<file path="src/rtl/gb3_pkg.sv">
`timescale 1ns / 1ps
`default_nettype none
package gb3_pkg;

  localparam int ROW_W = 11;
  localparam int COEF_W = 16;
  localparam int COEF_FRAC_BITS = 16;
  localparam logic [ROW_W-1:0] MAX_HEIGHT = 11'd1024;

  // configuration register indexes
  localparam logic [2:0] REG_IMAGE_WIDTH  = 3'd0;
  localparam logic [2:0] REG_IMAGE_HEIGHT = 3'd1;
  localparam logic [2:0] REG_COEF_CORNER  = 3'd2;
  localparam logic [2:0] REG_COEF_EDGE    = 3'd3;
  localparam logic [2:0] REG_COEF_CENTER  = 3'd4;

  localparam logic [10:0] RST_IMAGE_WIDTH  = 11'd512;
  localparam logic [10:0] RST_IMAGE_HEIGHT = 11'd512;
  localparam logic [15:0] RST_COEF_CORNER  = 16'd5102;
  localparam logic [15:0] RST_COEF_EDGE    = 16'd8082;
  localparam logic [15:0] RST_COEF_CENTER  = 16'd12802;

  typedef struct packed {
    logic [10:0] image_width;
    logic [10:0] image_height;
    logic [15:0] coef_corner;
    logic [15:0] coef_edge;
    logic [15:0] coef_center;
  } gb3_cfg_t;

  // per-item control from the position sequencer
  typedef struct packed {
    logic       emit;
    logic       last;
    logic       clear;
    logic [2:0] rmask;
    logic [2:0] cmask;
  } gb3_pos_t;

  // masked neighborhood sums, channel 2 red, 1 green, 0 blue
  typedef struct packed {
    logic            last;
    logic [2:0][9:0] corner;
    logic [2:0][9:0] side;
    logic [2:0][7:0] center;
  } gb3_sums_t;

endpackage
`default_nettype wire

</file>
<file path="src/rtl/gb3_out_if.sv">
`timescale 1ns / 1ps
`default_nettype none
interface gb3_out_if;
  logic       valid;
  logic       ready;
  logic [7:0] red_out;
  logic [7:0] green_out;
  logic [7:0] blue_out;
  logic       frame_last;

  modport source (output valid, red_out, green_out, blue_out, frame_last, input ready);
  modport sink (input valid, red_out, green_out, blue_out, frame_last, output ready);
endinterface
`default_nettype wire

</file>
<file path="src/rtl/gb3_mac.sv">
`timescale 1ns / 1ps
`default_nettype none
module gb3_mac
  import gb3_pkg::*;
(
  input  wire logic      clk,
  input  wire logic      rst,
  input  wire gb3_cfg_t  cfg,
  input  wire logic      in_valid,
  input  wire gb3_sums_t sums,
  output logic           in_ready,
  gb3_out_if.source      pix_out
);

  logic            s2_v;
  gb3_sums_t       s2;
  logic            s3_v;
  logic [2:0][25:0] p_corner;
  logic [2:0][25:0] p_side;
  logic [2:0][23:0] p_center;
  logic            s3_last;

  logic            o_v;
  logic [2:0][7:0] o_rgb;
  logic            o_last;

  logic            o_free;
  logic            s3_free;
  logic [2:0][7:0] rgb_next;
  logic [27:0]     acc;
  logic [27:0]     scaled;

  assign o_free   = !o_v || pix_out.ready;
  assign s3_free  = !s3_v || o_free;
  assign in_ready = !s2_v || s3_free;

  always_comb begin
    for (int c = 0; c < 3; c++) begin
      acc = 28'(p_corner[c]) + 28'(p_side[c]) + 28'(p_center[c]);
      scaled = acc >> COEF_FRAC_BITS;
      rgb_next[c] = (scaled > 28'd255) ? 8'd255 : scaled[7:0];
    end
  end

  always_ff @(posedge clk) begin
    if (rst) begin
      s2_v <= 1'b0;
      s3_v <= 1'b0;
      o_v  <= 1'b0;
    end else begin
      if (in_valid && in_ready) begin
        s2_v <= 1'b1;
      end else if (s3_free) begin
        s2_v <= 1'b0;
      end
      if (s2_v && s3_free) begin
        s3_v <= 1'b1;
      end else if (o_free) begin
        s3_v <= 1'b0;
      end
      if (s3_v && o_free) begin
        o_v <= 1'b1;
      end else if (pix_out.ready) begin
        o_v <= 1'b0;
      end
    end
  end

  always_ff @(posedge clk) begin
    if (in_valid && in_ready) begin
      s2 <= sums;
    end
    if (s2_v && s3_free) begin
      for (int c = 0; c < 3; c++) begin
        p_corner[c] <= 26'(s2.corner[c]) * 26'(cfg.coef_corner);
        p_side[c]   <= 26'(s2.side[c]) * 26'(cfg.coef_edge);
        p_center[c] <= 24'(s2.center[c]) * 24'(cfg.coef_center);
      end
      s3_last <= s2.last;
    end
    if (s3_v && o_free) begin
      o_rgb  <= rgb_next;
      o_last <= s3_last;
    end
  end

  assign pix_out.valid      = o_v;
  assign pix_out.red_out    = o_rgb[2];
  assign pix_out.green_out  = o_rgb[1];
  assign pix_out.blue_out   = o_rgb[0];
  assign pix_out.frame_last = o_last;

  a_product_held: assert property (@(posedge clk) disable iff (rst)
    s3_v && !o_free |=> s3_v)
    else $error("product stage dropped while output blocked");

endmodule
`default_nettype wire

</file>
<file path="src/flat_wrapper.sv">
// flat-port wrapper written by rule: the top's interface ports become plain ports
module gb3_mac_flat import gb3_pkg::*;
  (clk, rst, cfg, in_valid, sums, in_ready, pix_out_valid, pix_out_red_out, pix_out_green_out, pix_out_blue_out, pix_out_frame_last, pix_out_ready);
  gb3_out_if pix_out_i ();
  input  wire logic clk;
  input  wire logic rst;
  input  wire gb3_cfg_t cfg;
  input  wire logic in_valid;
  input  wire gb3_sums_t sums;
  output logic in_ready;
  output wire logic [$bits(pix_out_i.valid)-1:0] pix_out_valid;
  output wire logic [$bits(pix_out_i.red_out)-1:0] pix_out_red_out;
  output wire logic [$bits(pix_out_i.green_out)-1:0] pix_out_green_out;
  output wire logic [$bits(pix_out_i.blue_out)-1:0] pix_out_blue_out;
  output wire logic [$bits(pix_out_i.frame_last)-1:0] pix_out_frame_last;
  input wire logic [$bits(pix_out_i.ready)-1:0] pix_out_ready;
  assign pix_out_valid = pix_out_i.valid;
  assign pix_out_red_out = pix_out_i.red_out;
  assign pix_out_green_out = pix_out_i.green_out;
  assign pix_out_blue_out = pix_out_i.blue_out;
  assign pix_out_frame_last = pix_out_i.frame_last;
  assign pix_out_i.ready = pix_out_ready;
  gb3_mac u_core (.clk(clk), .rst(rst), .cfg(cfg), .in_valid(in_valid), .sums(sums), .in_ready(in_ready), .pix_out(pix_out_i));
endmodule
</file>
<file path="config.mk">
export PLATFORM = sky130hd
export DESIGN_NAME = gb3_mac_flat
export DESIGN_NICKNAME = d
export VERILOG_FILES = /design/src/rtl/gb3_pkg.sv /design/src/rtl/gb3_out_if.sv /design/src/rtl/gb3_mac.sv /design/src/flat_wrapper.sv
export SDC_FILE = /design/constraint.sdc
export NUM_CORES = 2
export LEC_CHECK = 0
export BUFFER_PORTS_ARGS = -buffer_cell sky130_fd_sc_hd__buf_2
export CORE_MARGIN = 1.5
export CORE_UTILIZATION = 65
export DETAILED_ROUTE_END_ITERATION = 16
export PLACE_DENSITY = 0.83
export SLEW_MARGIN = 0
export SYNTH_ARGS = -nofsm -noshare
export SYNTH_HDL_FRONTEND = slang
export SYNTH_SLANG_ARGS = --single-unit
</file>
<file path="constraint.sdc">
create_clock -name clk -period 22.4 [get_ports clk]
set_input_delay 2.24 -clock clk [delete_from_list [all_inputs] [get_ports clk]]
set_output_delay 2.24 -clock clk [all_outputs]
set_load 0.01 [all_outputs]
</file>
==> results.sh <==
export IMPL_area_growth_pct=5.53
export IMPL_yosys_area_top_type="fa_1"
export IMPL_routed_wl_um=132000
export IMPL_cts_sinks=342
export IMPL_cts_resized=0
export IMPL_yosysMostFrequentCell="inv_1"
export IMPL_skew_ps=30.7
export IMPL_met3WireLength_um=11100
export IMPL_period_share_pct=36.3
export IMPL_dpl_hpwl_um=99900
export IMPL_grt_pass1_vias=43441
export IMPL_cp_arrival_ps=8520
export IMPL_start_util_pct=65.7
export IMPL_yosys_area_share_simple_pct=16.2
export IMPL_worstSetupEndpointType="flip-flop"
export IMPL_antenna_left=0
export IMPL_hold_violations=0
export IMPL_worstReg2RegStart="u_core.s2[65]$_DFFE_PP_"
export IMPL_rsz0062_at_grt="false"
export IMPL_synth_fa_ha_area_share_pct=46.3
export IMPL_io_pins=186
export IMPL_wl_per_cell_um=18.6
export IMPL_r2r_slack_ps=15700
export IMPL_setup_viol=0
export IMPL_via_count=41612
export IMPL_remaining_drc_errors=0
export IMPL_hp_class="flip-flop to flip-flop"
export IMPL_insertion_delay_ps=650
export IMPL_startpoint="cfg[38]"
export IMPL_cap_violations=0
export IMPL_synthTopCellsByArea="fa_1 (32%), edfxtp_1 (18%), ha_1 (14%), and2_1 (6.8%), inv_1 (6.7%)"
export IMPL_crit_path_max_incr_delay_ps=840
export IMPL_synth_compound_area_share_pct=7.44
export IMPL_numCtsBuffers=45
export IMPL_die_h_um=299
export IMPL_core_area_sq_um=86800
export IMPL_wl_met2_um=63900
export IMPL_first_iter_violations=3053
export IMPL_synthTopCellsByCount="inv_1 (1015), fa_1 (915), nand2_1 (824)"
export IMPL_path_delay_family="adder cells"
export IMPL_max_freq_mhz=123
export IMPL_worstMarginPinSlew_ps=1130
export IMPL_synth_top_family_by_area="adder cells"
export IMPL_ys_ff_latch=342
export IMPL_async_flop_share_pct=0
export IMPL_gp_congestion=0.913
export IMPL_cts_tree="yes"
export IMPL_die_area_sq_um=89400
export IMPL_fin_setup_tns_ps=0
export IMPL_timing_final_crit_period_ps=8130
export IMPL_row_count=108
export IMPL_synth_area_per_cell_sq_um=9.60
export IMPL_dr_pass1_iters=6
export IMPL_yosys_area_top_type_share_pct=32.2
export IMPL_run_status="completed"
export IMPL_synth_fp_nets=7653
export IMPL_cp_cell_sequence="buf_2 -> nand2_1 -> fa_1 -> inv_1 -> fa_1 -> inv_1 -> fa_1 -> inv_1 -> fa_1 -> inv_1 -> fa_1 -> inv_1 -> ha_1 -> and3_1 -> nand3_1 -> a21oi_1 -> o31ai_1 -> a2111oi_0 -> a311oi_1 -> o21ai_1 -> a21oi_1 -> xnor2_1"
export IMPL_vias_per_cell=5.84
export IMPL_path_buf_inv=6
export IMPL_synth_edf_count=339
export IMPL_synthXorXnorAreaFrac_pct=3.94
export IMPL_h_tree_depth=2
export IMPL_critPathKind="input port to flip-flop"
export IMPL_cts_buffer_depth=3
export IMPL_slowest_stage="a2111oi_0"
export IMPL_antenna_found_initial=0
export IMPL_muxShareOfSynthArea_pct=0.0198
export IMPL_grt_start_max_net_pins=77
export IMPL_synth_cell_types=69
export IMPL_path_clk_slew_ps=60
export IMPL_syn_cell_area_sq_um=57000
export IMPL_dieWidth_um=299
export IMPL_grtUsageTotal_pct=30.6
export IMPL_hold_start="u_core.s3_last$_DFFE_PP_"
export IMPL_yosysSeqAreaShare_pct=18.0
export IMPL_crit_fanout=30
export IMPL_gr_total_overflow=0
export IMPL_drv_slew=0
export IMPL_synth_ff_type="edfxtp_1"
export IMPL_relSlewSlack_pct=22.7
export IMPL_holdBufCountCts=0
export IMPL_startpoint_type="input port"
export IMPL_routed_top_layer="met4"
export IMPL_yosysWarnings=0
export IMPL_drive_gt1_share_pct=4.40
export IMPL_grt_first_pass_wirelength_um=218000
export IMPL_fin_nets=7658
export IMPL_wl_met1_um=53300
export IMPL_synth_cells=5934
export IMPL_cts_root_buf="clkbuf_16"
export IMPL_port_buffers=163
export IMPL_post_cts_buffers=0
export IMPL_cp_required_ps=22790
## layer usage
layer | GRT usage [%] | up-vias
met5 | 0 | -
met4 | 9.73 | 0
met3 | 6.23 | 263
met2 | 50.8 | 1573
met1 | 40.4 | 20998
li1 | - | 18778
## worst reg2reg max path, stage by stage (launching register included)
cell and delay [ps]:
edfxtp_1 760, nand2_1 200, fa_1 570, inv_1 60, fa_1 500, inv_1 50, fa_1 530, inv_1 50
fa_1 480, inv_1 50, fa_1 470, inv_1 40, ha_1 320, and3_1 170, nand3_1 140, a21oi_1 270
o31ai_1 170, a2111oi_0 840, a311oi_1 350, o21ai_1 230, a21oi_1 100, xnor2_1 120
## sequential cells by signal, indices dropped and copies added, names as in the netlist
signal	cells
u_core.pix_out.blue_out	8
u_core.s3_v	1
u_core.p_center	72
u_core.s2_v	1
u_core.p_side	78
u_core.pix_out.green_out	8
u_core.pix_out.valid	1
u_core.s3_last	1
u_core.p_corner	78
u_core.s2	85
u_core.pix_out.frame_last	1
u_core.pix_out.red_out	8
## final timing paths
kind / cells past startpoint / to
setup / recovery: 22 / u_core.p_corner[51]$_DFFE_PP_
hold / removal: 0 / u_core.pix_out.frame_last$_DFFE_PP_
setup reg to reg: 21 / u_core.p_corner[51]$_DFFE_PP_
hold reg to reg: 0 / u_core.pix_out.frame_last$_DFFE_PP_
## kinds of logic after synthesis
kind of cell | Yosys count
XOR/XNOR | 256
buffers and inverters | 1231
multiplexers | 1
AO/OA/AOI/OAI | 656
flip-flops | 342
AND/OR/NAND/NOR | 1888
adder cells (fa/ha/maj) | 1560
## layout make-up
type                            count  area, sq um
Multi-Input combinational cell   4361        42100
Fill cell                        6441        26600
Sequential cell                   342        10200
Inverter                         1015         3810
Tap cell                         1155         1450
Clock buffer                       52         1150
Timing Repair Buffer              174          898
Clock inverter                     29          429
Antenna cell                        1         2.50
## per-stage QoR
step | instance area (sq um) | utilization (%) | worst slack [ps] | instances | hold WS, ps
floorplan | 57000 | - | 2410 | 5934 | 400
global placement | 58500 | 67.5 | 14000 | 7047 | 408
detailed placement | 58500 | 67.5 | 13840 | 7047 | 415
CTS | 60100 | 69.3 | 14450 | 7128 | 430
global route | 60100 | 69.3 | 14060 | 7128 | 429
finish | 60100 | 69.3 | 14270 | 7129 | 428
## cells in the final DEF, fill, tap and decap left out, drive strengths merged, types with 88 or more instances in the layout
| master | n |
|---|---|
| inv | 1021 |
| fa | 915 |
| nand2 | 824 |
| ha | 645 |
| and2 | 620 |
| edfxtp | 339 |
| xnor2 | 204 |
| a21oi | 194 |
| buf | 174 |
| nor2 | 161 |
| o21ai | 124 |
| a21o | 88 |
Power is not shown: default switching activity piles up to over one toggle a cycle in this logic, so the estimate is an artifact.
