`config.mk`:
```
export PLATFORM = sky130hd
export DESIGN_NAME = gb3_ctrl
export DESIGN_NICKNAME = d
export VERILOG_FILES = /design/src/rtl/gb3_pkg.sv /design/src/rtl/gb3_ctrl.sv
export SDC_FILE = /design/constraint.sdc
export NUM_CORES = 1
export LEC_CHECK = 0
export BUFFER_PORTS_ARGS = -buffer_cell sky130_fd_sc_hd__buf_2
export CORE_ASPECT_RATIO = 0.6
export CORE_MARGIN = 3
export CORE_UTILIZATION = 25
export CTS_CLUSTER_SIZE = 20
export DETAILED_ROUTE_END_ITERATION = 8
export SYNTH_ARGS = -nofsm -noshare
export SYNTH_HDL_FRONTEND = slang
export SYNTH_SLANG_ARGS = --single-unit
```
`constraint.sdc`:
```
create_clock -name clk -period 10.85 [get_ports clk]
set_input_delay 1.085 -clock clk [delete_from_list [all_inputs] [get_ports clk]]
set_output_delay 1.085 -clock clk [all_outputs]
set_load 0.1 [all_outputs]
```
`src/rtl/gb3_pkg.sv`:
```
`timescale 1ns / 1ps
`default_nettype none
package gb3_pkg;

  localparam int ROW_W = 11;
  localparam int COEF_W = 16;
  localparam int COEF_FRAC_BITS = 16;
  localparam logic [ROW_W-1:0] MAX_HEIGHT = 11'd1024;

  // configuration register indexes
  localparam logic [2:0] REG_IMAGE_WIDTH  = 3'd0;
  localparam logic [2:0] REG_IMAGE_HEIGHT = 3'd1;
  localparam logic [2:0] REG_COEF_CORNER  = 3'd2;
  localparam logic [2:0] REG_COEF_EDGE    = 3'd3;
  localparam logic [2:0] REG_COEF_CENTER  = 3'd4;

  localparam logic [10:0] RST_IMAGE_WIDTH  = 11'd512;
  localparam logic [10:0] RST_IMAGE_HEIGHT = 11'd512;
  localparam logic [15:0] RST_COEF_CORNER  = 16'd5102;
  localparam logic [15:0] RST_COEF_EDGE    = 16'd8082;
  localparam logic [15:0] RST_COEF_CENTER  = 16'd12802;

  typedef struct packed {
    logic [10:0] image_width;
    logic [10:0] image_height;
    logic [15:0] coef_corner;
    logic [15:0] coef_edge;
    logic [15:0] coef_center;
  } gb3_cfg_t;

  // per-item control from the position sequencer
  typedef struct packed {
    logic       emit;
    logic       last;
    logic       clear;
    logic [2:0] rmask;
    logic [2:0] cmask;
  } gb3_pos_t;

  // masked neighborhood sums, channel 2 red, 1 green, 0 blue
  typedef struct packed {
    logic            last;
    logic [2:0][9:0] corner;
    logic [2:0][9:0] side;
    logic [2:0][7:0] center;
  } gb3_sums_t;

endpackage
`default_nettype wire

```
`src/rtl/gb3_ctrl.sv`:
```
`timescale 1ns / 1ps
`default_nettype none
module gb3_ctrl
  import gb3_pkg::*;
#(
  parameter int MAX_WIDTH = 1024,
  localparam int CW = $clog2(MAX_WIDTH + 1)
) (
  input  wire logic        clk,
  input  wire logic        rst,
  input  wire gb3_cfg_t    cfg,
  input  wire logic        accept,
  output logic [CW-1:0]    x,
  output gb3_pos_t         pos
);

  logic [CW-1:0]    in_col;
  logic [ROW_W-1:0] in_row;
  logic [CW-1:0]    out_col;
  logic [ROW_W-1:0] out_row;

  logic [CW-1:0]    in_col_next;
  logic [ROW_W-1:0] in_row_next;
  logic [CW-1:0]    out_col_next;
  logic [ROW_W-1:0] out_row_next;

  logic [31:0]      w_req;
  logic [CW-1:0]    w;
  logic [ROW_W-1:0] h;
  logic             wrap;
  logic [ROW_W-1:0] row_a;
  logic [ROW_W-1:0] row_b;
  logic [CW:0]      ic1;
  logic [CW:0]      oc1;
  logic [ROW_W:0]   rpos [3];
  logic [CW:0]      cpos [3];
  logic             restart;

  always_comb begin
    w_req = 32'(cfg.image_width);
    if (w_req == 32'd0) begin
      w = CW'(1);
    end else if (w_req > 32'(MAX_WIDTH)) begin
      w = CW'(MAX_WIDTH);
    end else begin
      w = CW'(w_req);
    end
    if (cfg.image_height == '0) begin
      h = ROW_W'(1);
    end else if (cfg.image_height > MAX_HEIGHT) begin
      h = MAX_HEIGHT;
    end else begin
      h = cfg.image_height;
    end
  end

  always_comb begin
    wrap  = (in_col >= w);
    x     = wrap ? '0 : in_col;
    row_a = in_row + ROW_W'(wrap);

    pos.emit  = (row_a != '0 && x != '0) || (row_a > ROW_W'(1));
    pos.last  = pos.emit && (out_row >= h - ROW_W'(1)) && (out_col >= w - CW'(1));

    // neighbor rows and columns of the output pixel that fall inside the frame
    for (int d = 0; d < 3; d++) begin
      rpos[d] = {1'b0, out_row} + (ROW_W+1)'(d);
      cpos[d] = {1'b0, out_col} + (CW+1)'(d);
      pos.rmask[d] = (rpos[d] != '0) && (rpos[d] <= {1'b0, h});
      pos.cmask[d] = (cpos[d] != '0) && (cpos[d] <= {1'b0, w});
    end

    out_col_next = out_col;
    out_row_next = out_row;
    oc1 = {1'b0, out_col} + (CW+1)'(1);
    if (pos.emit) begin
      if (oc1 >= {1'b0, w}) begin
        out_col_next = '0;
        out_row_next = out_row + ROW_W'(1);
      end else begin
        out_col_next = oc1[CW-1:0];
      end
    end

    ic1 = {1'b0, x} + (CW+1)'(1);
    row_b = row_a;
    if (ic1 >= {1'b0, w}) begin
      in_col_next = '0;
      row_b       = row_a + ROW_W'(1);
    end else begin
      in_col_next = ic1[CW-1:0];
    end
    in_row_next = row_b;

    restart = pos.last || ({1'b0, row_b} > ({1'b0, h} + (ROW_W+1)'(1)))
              || (out_row_next >= h);
    pos.clear = restart;
  end

  always_ff @(posedge clk) begin
    if (rst) begin
      in_col  <= '0;
      in_row  <= '0;
      out_col <= '0;
      out_row <= '0;
    end else if (accept) begin
      if (restart) begin
        in_col  <= '0;
        in_row  <= '0;
        out_col <= '0;
        out_row <= '0;
      end else begin
        in_col  <= in_col_next;
        in_row  <= in_row_next;
        out_col <= out_col_next;
        out_row <= out_row_next;
      end
    end
  end

  a_last_restarts: assert property (@(posedge clk) disable iff (rst)
    accept && pos.last |=> in_col == '0 && in_row == '0 && out_col == '0 && out_row == '0)
    else $error("counters not cleared after last pixel of frame");

  a_no_result_on_first_row: assert property (@(posedge clk) disable iff (rst)
    accept && in_row == '0 && in_col == '0 |-> !pos.emit)
    else $error("result issued before the window holds the first pixel");

endmodule
`default_nettype wire

```
==> impl_metrics.yaml, run 1 <==
finish:
  final_cell_mix: "ha_1, nand2_1, nor2_1"
  area.sequential_um2: 881
  multi_input_area_um2: 5970
  layout.nets: 1171
  final_util_pct: 28.4
  areaGrowthSynthToFinish_pct: 10.1
  drive_above_1_share_pct: 8.53
  final_common_cell: "ha_1"
  antenna_cells: 0
  fillers: 3044
placed_design:
  dpl.hpwl_um: 17800
  gp_congestion: 0.887
  io_buffers: 44
clocking:
  cts_setup_buffers: 0
  clock_latency_ns: 0.30
  clock-root-buffer: "clkbuf_16"
  cts_max_level: 2
  cts_buffers: 5
  cts_buffer_depth: 2
  cts_hold_buf: 0
  cts_num_sinks: 44
  cts_tree: "done"
  cts_resized: 0
  clkSlewWorstSetupHoldPaths_ns: 0.07
sta:
  timing.fmax_ghz: 0.0980
  setup_viol: 0
  slew_headroom_pct: 33.7
  slew_viol_final: 0
  rsz0062_at_grt: "no"
  hold_violations: 0
  worst_pin_slew_ns: 0.990
  finalCritPeriodShare_pct: 94.0
  period_minus_slack_ns: 10.20
  fin_worst_skew_ns: 0.0116
  tns_ns: 0
yosys:
  synth_top_area_cell: "ha_1"
  yosys.area.top_type_share_pct: 25.8
  ys_ff_latch: 44
  synth_nets: 1154
  postSynthAreaPerCell_um2: 7.74
  ys_async_sr_fraction_pct: 0
  synth_edf_count: 0
  ys_warn_count: 0
  syn_inst: 932
  synthTopCellsByArea: "ha_1, dfxtp_1, xnor2_1"
  ys_seq_area_share_pct: 12.2
  synth_top_flop_cell: "dfxtp_1"
  syn-cell-area_um2: 7220
  synthDistinctLibCells: 75
power_and_ir_drop:
  p_leak_nw: 3.57
  peakVddDrop_uv: 45.4
  power_density_nw_per_um2: 64.6
min_path:
  min_delay_path_depth: 2
  worstHoldPathType: "reg -> reg"
outcome:
  outcome: "complete, no violations"
global_route:
  grt_use_total_pct: 14.5
  grt_pass1_wl_um: 35900
  grt_max_degree: 18
  antenna_found_initial: 0
  overflow: 0
  grt_pass1_vias: 6472
setup_path:
  slowest_stage: "a21oi_1"
  crit_buf_inv: 7
  path_delay_family: "compound AO/OA/AOI/OAI gates"
  max_stage_delay_ns: 0.78
  critPathArrivalTime_ns: 9.12
  path_max_fanout: 13
  crit_required_ns: 9.77
  setup.worst_path.class: "in -> out"
  reg2reg_depth: 33
  worst-path-stages: 35
  startpoint_type: "primary input"
  crit_top_cell: "ha_1"
  end_kind: "primary output"
drt:
  vias: 6891
  dr.pass1.iters: 5
  drc: 0
  ant_nets: 0
  avgRoutedWirePerCell_um: 16.9
  vias_per_cell: 5.23
  drt_iter0_drc: 577
  routed_wl_um: 22200
die:
  io-pin-count: 93
  row_count: 47
  core_area_um2: 28000
  design.die.area_um2: 31000
  die_height_um: 138
  initial_core_util_pct: 25.8
  die_w_um: 225
run:
  cap_violations: 0
-- final timing paths --
check	start	endpoint	slack, ns
setup / recovery	cfg[69]	pos[6]	0.65
hold / removal	in_row[0]$_SDFFE_PP0P_	in_row[0]$_SDFFE_PP0P_	0.50
setup reg to reg	in_col[7]$_SDFFE_PP0P_	out_row[10]$_SDFFE_PP0P_	2.57
hold reg to reg	in_row[0]$_SDFFE_PP0P_	in_row[0]$_SDFFE_PP0P_	0.50
-- through the flow --
| stage | instances | instance area [um2] | worst slack (ns) | hold WS (ns) | total power, W |
|---|---|---|---|---|---|
| finish | 1317 | 7950 | 0.648 | 0.501 | 0.000513 |
| global route | 1317 | 7950 | 0.0403 | 0.512 | 0.000542 |
| CTS | 1317 | 7950 | 0.781 | 0.499 | 0.000515 |
| detailed placement | 1309 | 7780 | 0.835 | 0.489 | 0.000334 |
| global placement | 1309 | 7780 | 0.837 | 0.486 | 0.000331 |
| floorplan | 932 | 7220 | 1.42 | 0.432 | 0.000287 |
-- layout make-up --
class | instances | share of cell area, %
clock buffers | 6 | 1.62
clock inverters | 2 | 0.441
inverters | 45 | 2.16
multi-input cells | 798 | 75.1
flip-flops and latches | 44 | 11.1
well taps | 367 | 5.78
repair buffers | 55 | 3.81
-- per-layer routing --
metal | wire length (um) | global-route usage [%]
met3 | 1920 | 2.96
met1 | 11800 | 22.9
met4 | 165 | 1.87
met5 | 0 | 0
met2 | 8410 | 20.0
-- cells in the mapped netlist, types with 8 or more instances --
library cell and instances:
dfxtp_1 44, nand2b_1 8, clkbuf_1 34, xor2_1 31, xnor2_1 61, nand4_1 29
o21a_1 17, o21ai_0 35, a211oi_1 12, and3_1 15, inv_1 43, nor2b_1 16
nand3_1 37, o211ai_1 8, ha_1 149, nor3_1 21, a22o_1 15, a21oi_1 45
nor4_1 15, nor2_1 68, nand2_1 81, a21o_1 15, and2_1 13
-- flip-flops by register name, summed over array words and instances, names as in the netlist --
register / flops
in_row: 11
in_col: 11
out_col: 11
out_row: 11
-- worst min-delay path, delay by kind of cell, from the launching register on --
family             cells  cell delay [ns]
AOI/OAI and AO/OA      1             0.06
DFF                    1             0.33
and+or+nand+nor        1             0.06
-- power breakdown --
group          leakage (nW)  switching (W)  internal, W
Combinational          3.13       0.000109    0.0000565
Sequential            0.355     0.00000345     0.000163
Clock                0.0808      0.0000724     0.000109
Total                  3.57       0.000185     0.000328
-- kinds of logic after synthesis --
family	synth area share, %
xor gates and xnor gates	11.4
and+or+nand+nor	24.5
DFF	12.2
muxes	0.451
adders and majority gates	25.8
buffers and inverters	5.11
AOI/OAI and AO/OA	20.6
Note: power is estimated with default switching activity, not from simulation.
==> run 2, diff against run 1 <==
Settings changed: CELL_PAD_IN_SITES_DETAIL_PLACEMENT set to 1, CELL_PAD_IN_SITES_GLOBAL_PLACEMENT set to 1, CORE_MARGIN 3 to 1, PLACE_DENSITY_LB_ADDON set to 0.1.
==> run 2 against run 1 <==
  * Sequential cell count is the same
  * Global-route usage grew 3.7 points
  * Combinational power grew 4%
  * Core utilization grew 0.054 points
  * Cell area grew 0.19%
  * Highest routed layer unchanged
  * Clock power shrank 8%
  * Cell count grew 0.30%
  * Wire length grew 21%
  * Non-clock buffer count grew 4
  * First-iteration DRC count shrank 44%
  * Die area shrank 4.6%
  * Largest power group is now combinational cells
  * Critical path depth grew 1
  * Critical path type unchanged
==> impl_metrics.yaml, run 2 (same netlist as run 1, synthesis figures left out) <==
outcome:
  outcome: "complete, no violations"
drt:
  routed_wl_um: 26900
  avgRoutedWirePerCell_um: 20.4
  vias: 6923
  drc: 0
  vias_per_cell: 5.24
  dr.pass1.iters: 5
  ant_nets: 0
  drt_iter0_drc: 322
global_route:
  grt_max_degree: 25
  grt_use_total_pct: 18.2
  use_met2_pct: 24.0
  overflow: 0
  top_usage_layer: "met1"
  antenna_found_initial: 0
  met3_usage_pct: 2.29
  gr-usage-met1_pct: 30.8
  grt_pass1_vias: 6815
  grt_pass1_wl_um: 41500
setup_path:
  end_kind: "primary output"
  path_max_fanout: 13
  ff2ff_setup_slack_ns: 3.03
  crit_required_ns: 9.77
  max_stage_delay_ns: 0.50
  crit_top_cell: "ha_1"
  critPathArrivalTime_ns: 8.70
  startpoint_type: "primary input"
  slowest_stage: "a311oi_1"
  setup.worst_path.class: "in -> out"
die:
  initial_core_util_pct: 25.8
  row_count: 47
  die_w_um: 221
  design.die.area_um2: 29600
  io-pin-count: 93
  die_height_um: 134
  core_area_um2: 28000
sta:
  rsz0062_at_grt: "no"
  setup_viol: 0
  worst_pin_slew_ns: 1.12
  finalCritPeriodShare_pct: 90.2
  slew_headroom_pct: 25.3
  hold_slack_ns: 0.494
  period_minus_slack_ns: 9.79
  slew_viol_final: 0
  hold_violations: 0
  fin_worst_skew_ns: 0.00693
  tns_ns: 0
  worst_slack_ns: 1.06
  timing.fmax_ghz: 0.102
power_and_ir_drop:
  power.share.combinational_pct: 34.1
  switching_share_pct: 38.4
  p_clk_share_pct: 32.9
  p_leak_nw: 3.58
  p_int_w: 0.000312
  switchingPower_w: 0.000194
  peakVddDrop_uv: 53.2
  seqPwrFrac_pct: 33.0
  power_density_nw_per_um2: 63.5
clocking:
  cts_buffer_depth: 2
  cts_buffers: 5
  cts_resized: 0
  clock-root-buffer: "clkbuf_16"
  clock_latency_ns: 0.30
  cts_max_level: 2
  cts_hold_buf: 0
  cts_tree: "done"
  clkSlewWorstSetupHoldPaths_ns: 0.07
  cts_num_sinks: 44
  cts_setup_buffers: 0
placed_design:
  dp_worst_setup_slack_ns: 1.07
  gp_congestion: 0.822
  dpl.hpwl_um: 21800
  io_buffers: 44
min_path:
  worstHoldPathType: "reg -> reg"
finish:
  layout.nets: 1175
  areaGrowthSynthToFinish_pct: 10.3
  antenna_cells: 0
  final_common_cell: "ha_1"
  drive_above_1_share_pct: 9.01
  final_cell_mix: "ha_1, nand2_1, nor2_1"
run:
  cap_violations: 0
==> run 2: changes by cell type in the layout (fill, tap and decap cells not counted), sizes merged <==
cell	change
buf	+4
clkinv	+1
bufinv	-1
==> run 2: final timing paths <==
check,start,end,cells after the start
hold reg to reg,in_row[0]$_SDFFE_PP0P_,in_row[0]$_SDFFE_PP0P_,2
setup / recovery,cfg[69],pos[6],36
setup reg to reg,in_col[7]$_SDFFE_PP0P_,out_row[8]$_SDFFE_PP0P_,33
hold / removal,in_row[0]$_SDFFE_PP0P_,in_row[0]$_SDFFE_PP0P_,2
==> run 2: power groups by stage <==
stage | Sequential, W | Combinational [W] | Clock (W)
floorplan | 0.000168 | 0.000119 | 0
global placement | 0.000170 | 0.000172 | 0
detailed placement | 0.000170 | 0.000172 | 0
CTS | 0.000167 | 0.000173 | 0.000173
global route | 0.000167 | 0.000190 | 0.000179
finish | 0.000167 | 0.000172 | 0.000167
==> run 2: layout make-up <==
cell class,count,area [um2]
clock buffers,6,139
clock inverters,2,10.0
fillers,3405,20000
inverters,45,171
multi-input cells,798,5970
flip-flops and latches,44,881
well taps,367,459
repair buffers,59,333
==> run 2: metrics by stage <==
| step | std cells | util [%] | cell area (um2) | total power [W] |
|---|---|---|---|---|
| 6_report | 1321 | 28.4 | 7960 | 0.000506 |
| 3_5_place_dp | 1313 | 27.9 | 7810 | 0.000342 |
| 4_1_cts | 1321 | 28.4 | 7960 | 0.000513 |
| 3_3_place_gp | 1313 | 27.9 | 7810 | 0.000342 |
| 2_1_floorplan | 932 | - | 7220 | 0.000287 |
| 5_1_grt | 1321 | 28.4 | 7960 | 0.000536 |
==> run 2: critical path: cells and delay by family <==
kind                     cells  cell delay (ns)
buffers and inverters        8             1.94
AND/OR/NAND/NOR              8             1.15
AO/OA/AOI/OAI               14             3.11
adder cells (fa/ha/maj)      4             1.09
XOR/XNOR                     2             0.32
==> run 2: per-layer routing <==
layer,part of all wire (%),wire [um],up-vias
met5,0,0,-
met4,0.21,57,0
met3,2.7,726,5
met2,36,9780,65
met1,61,16400,3382
li1,-,-,3471
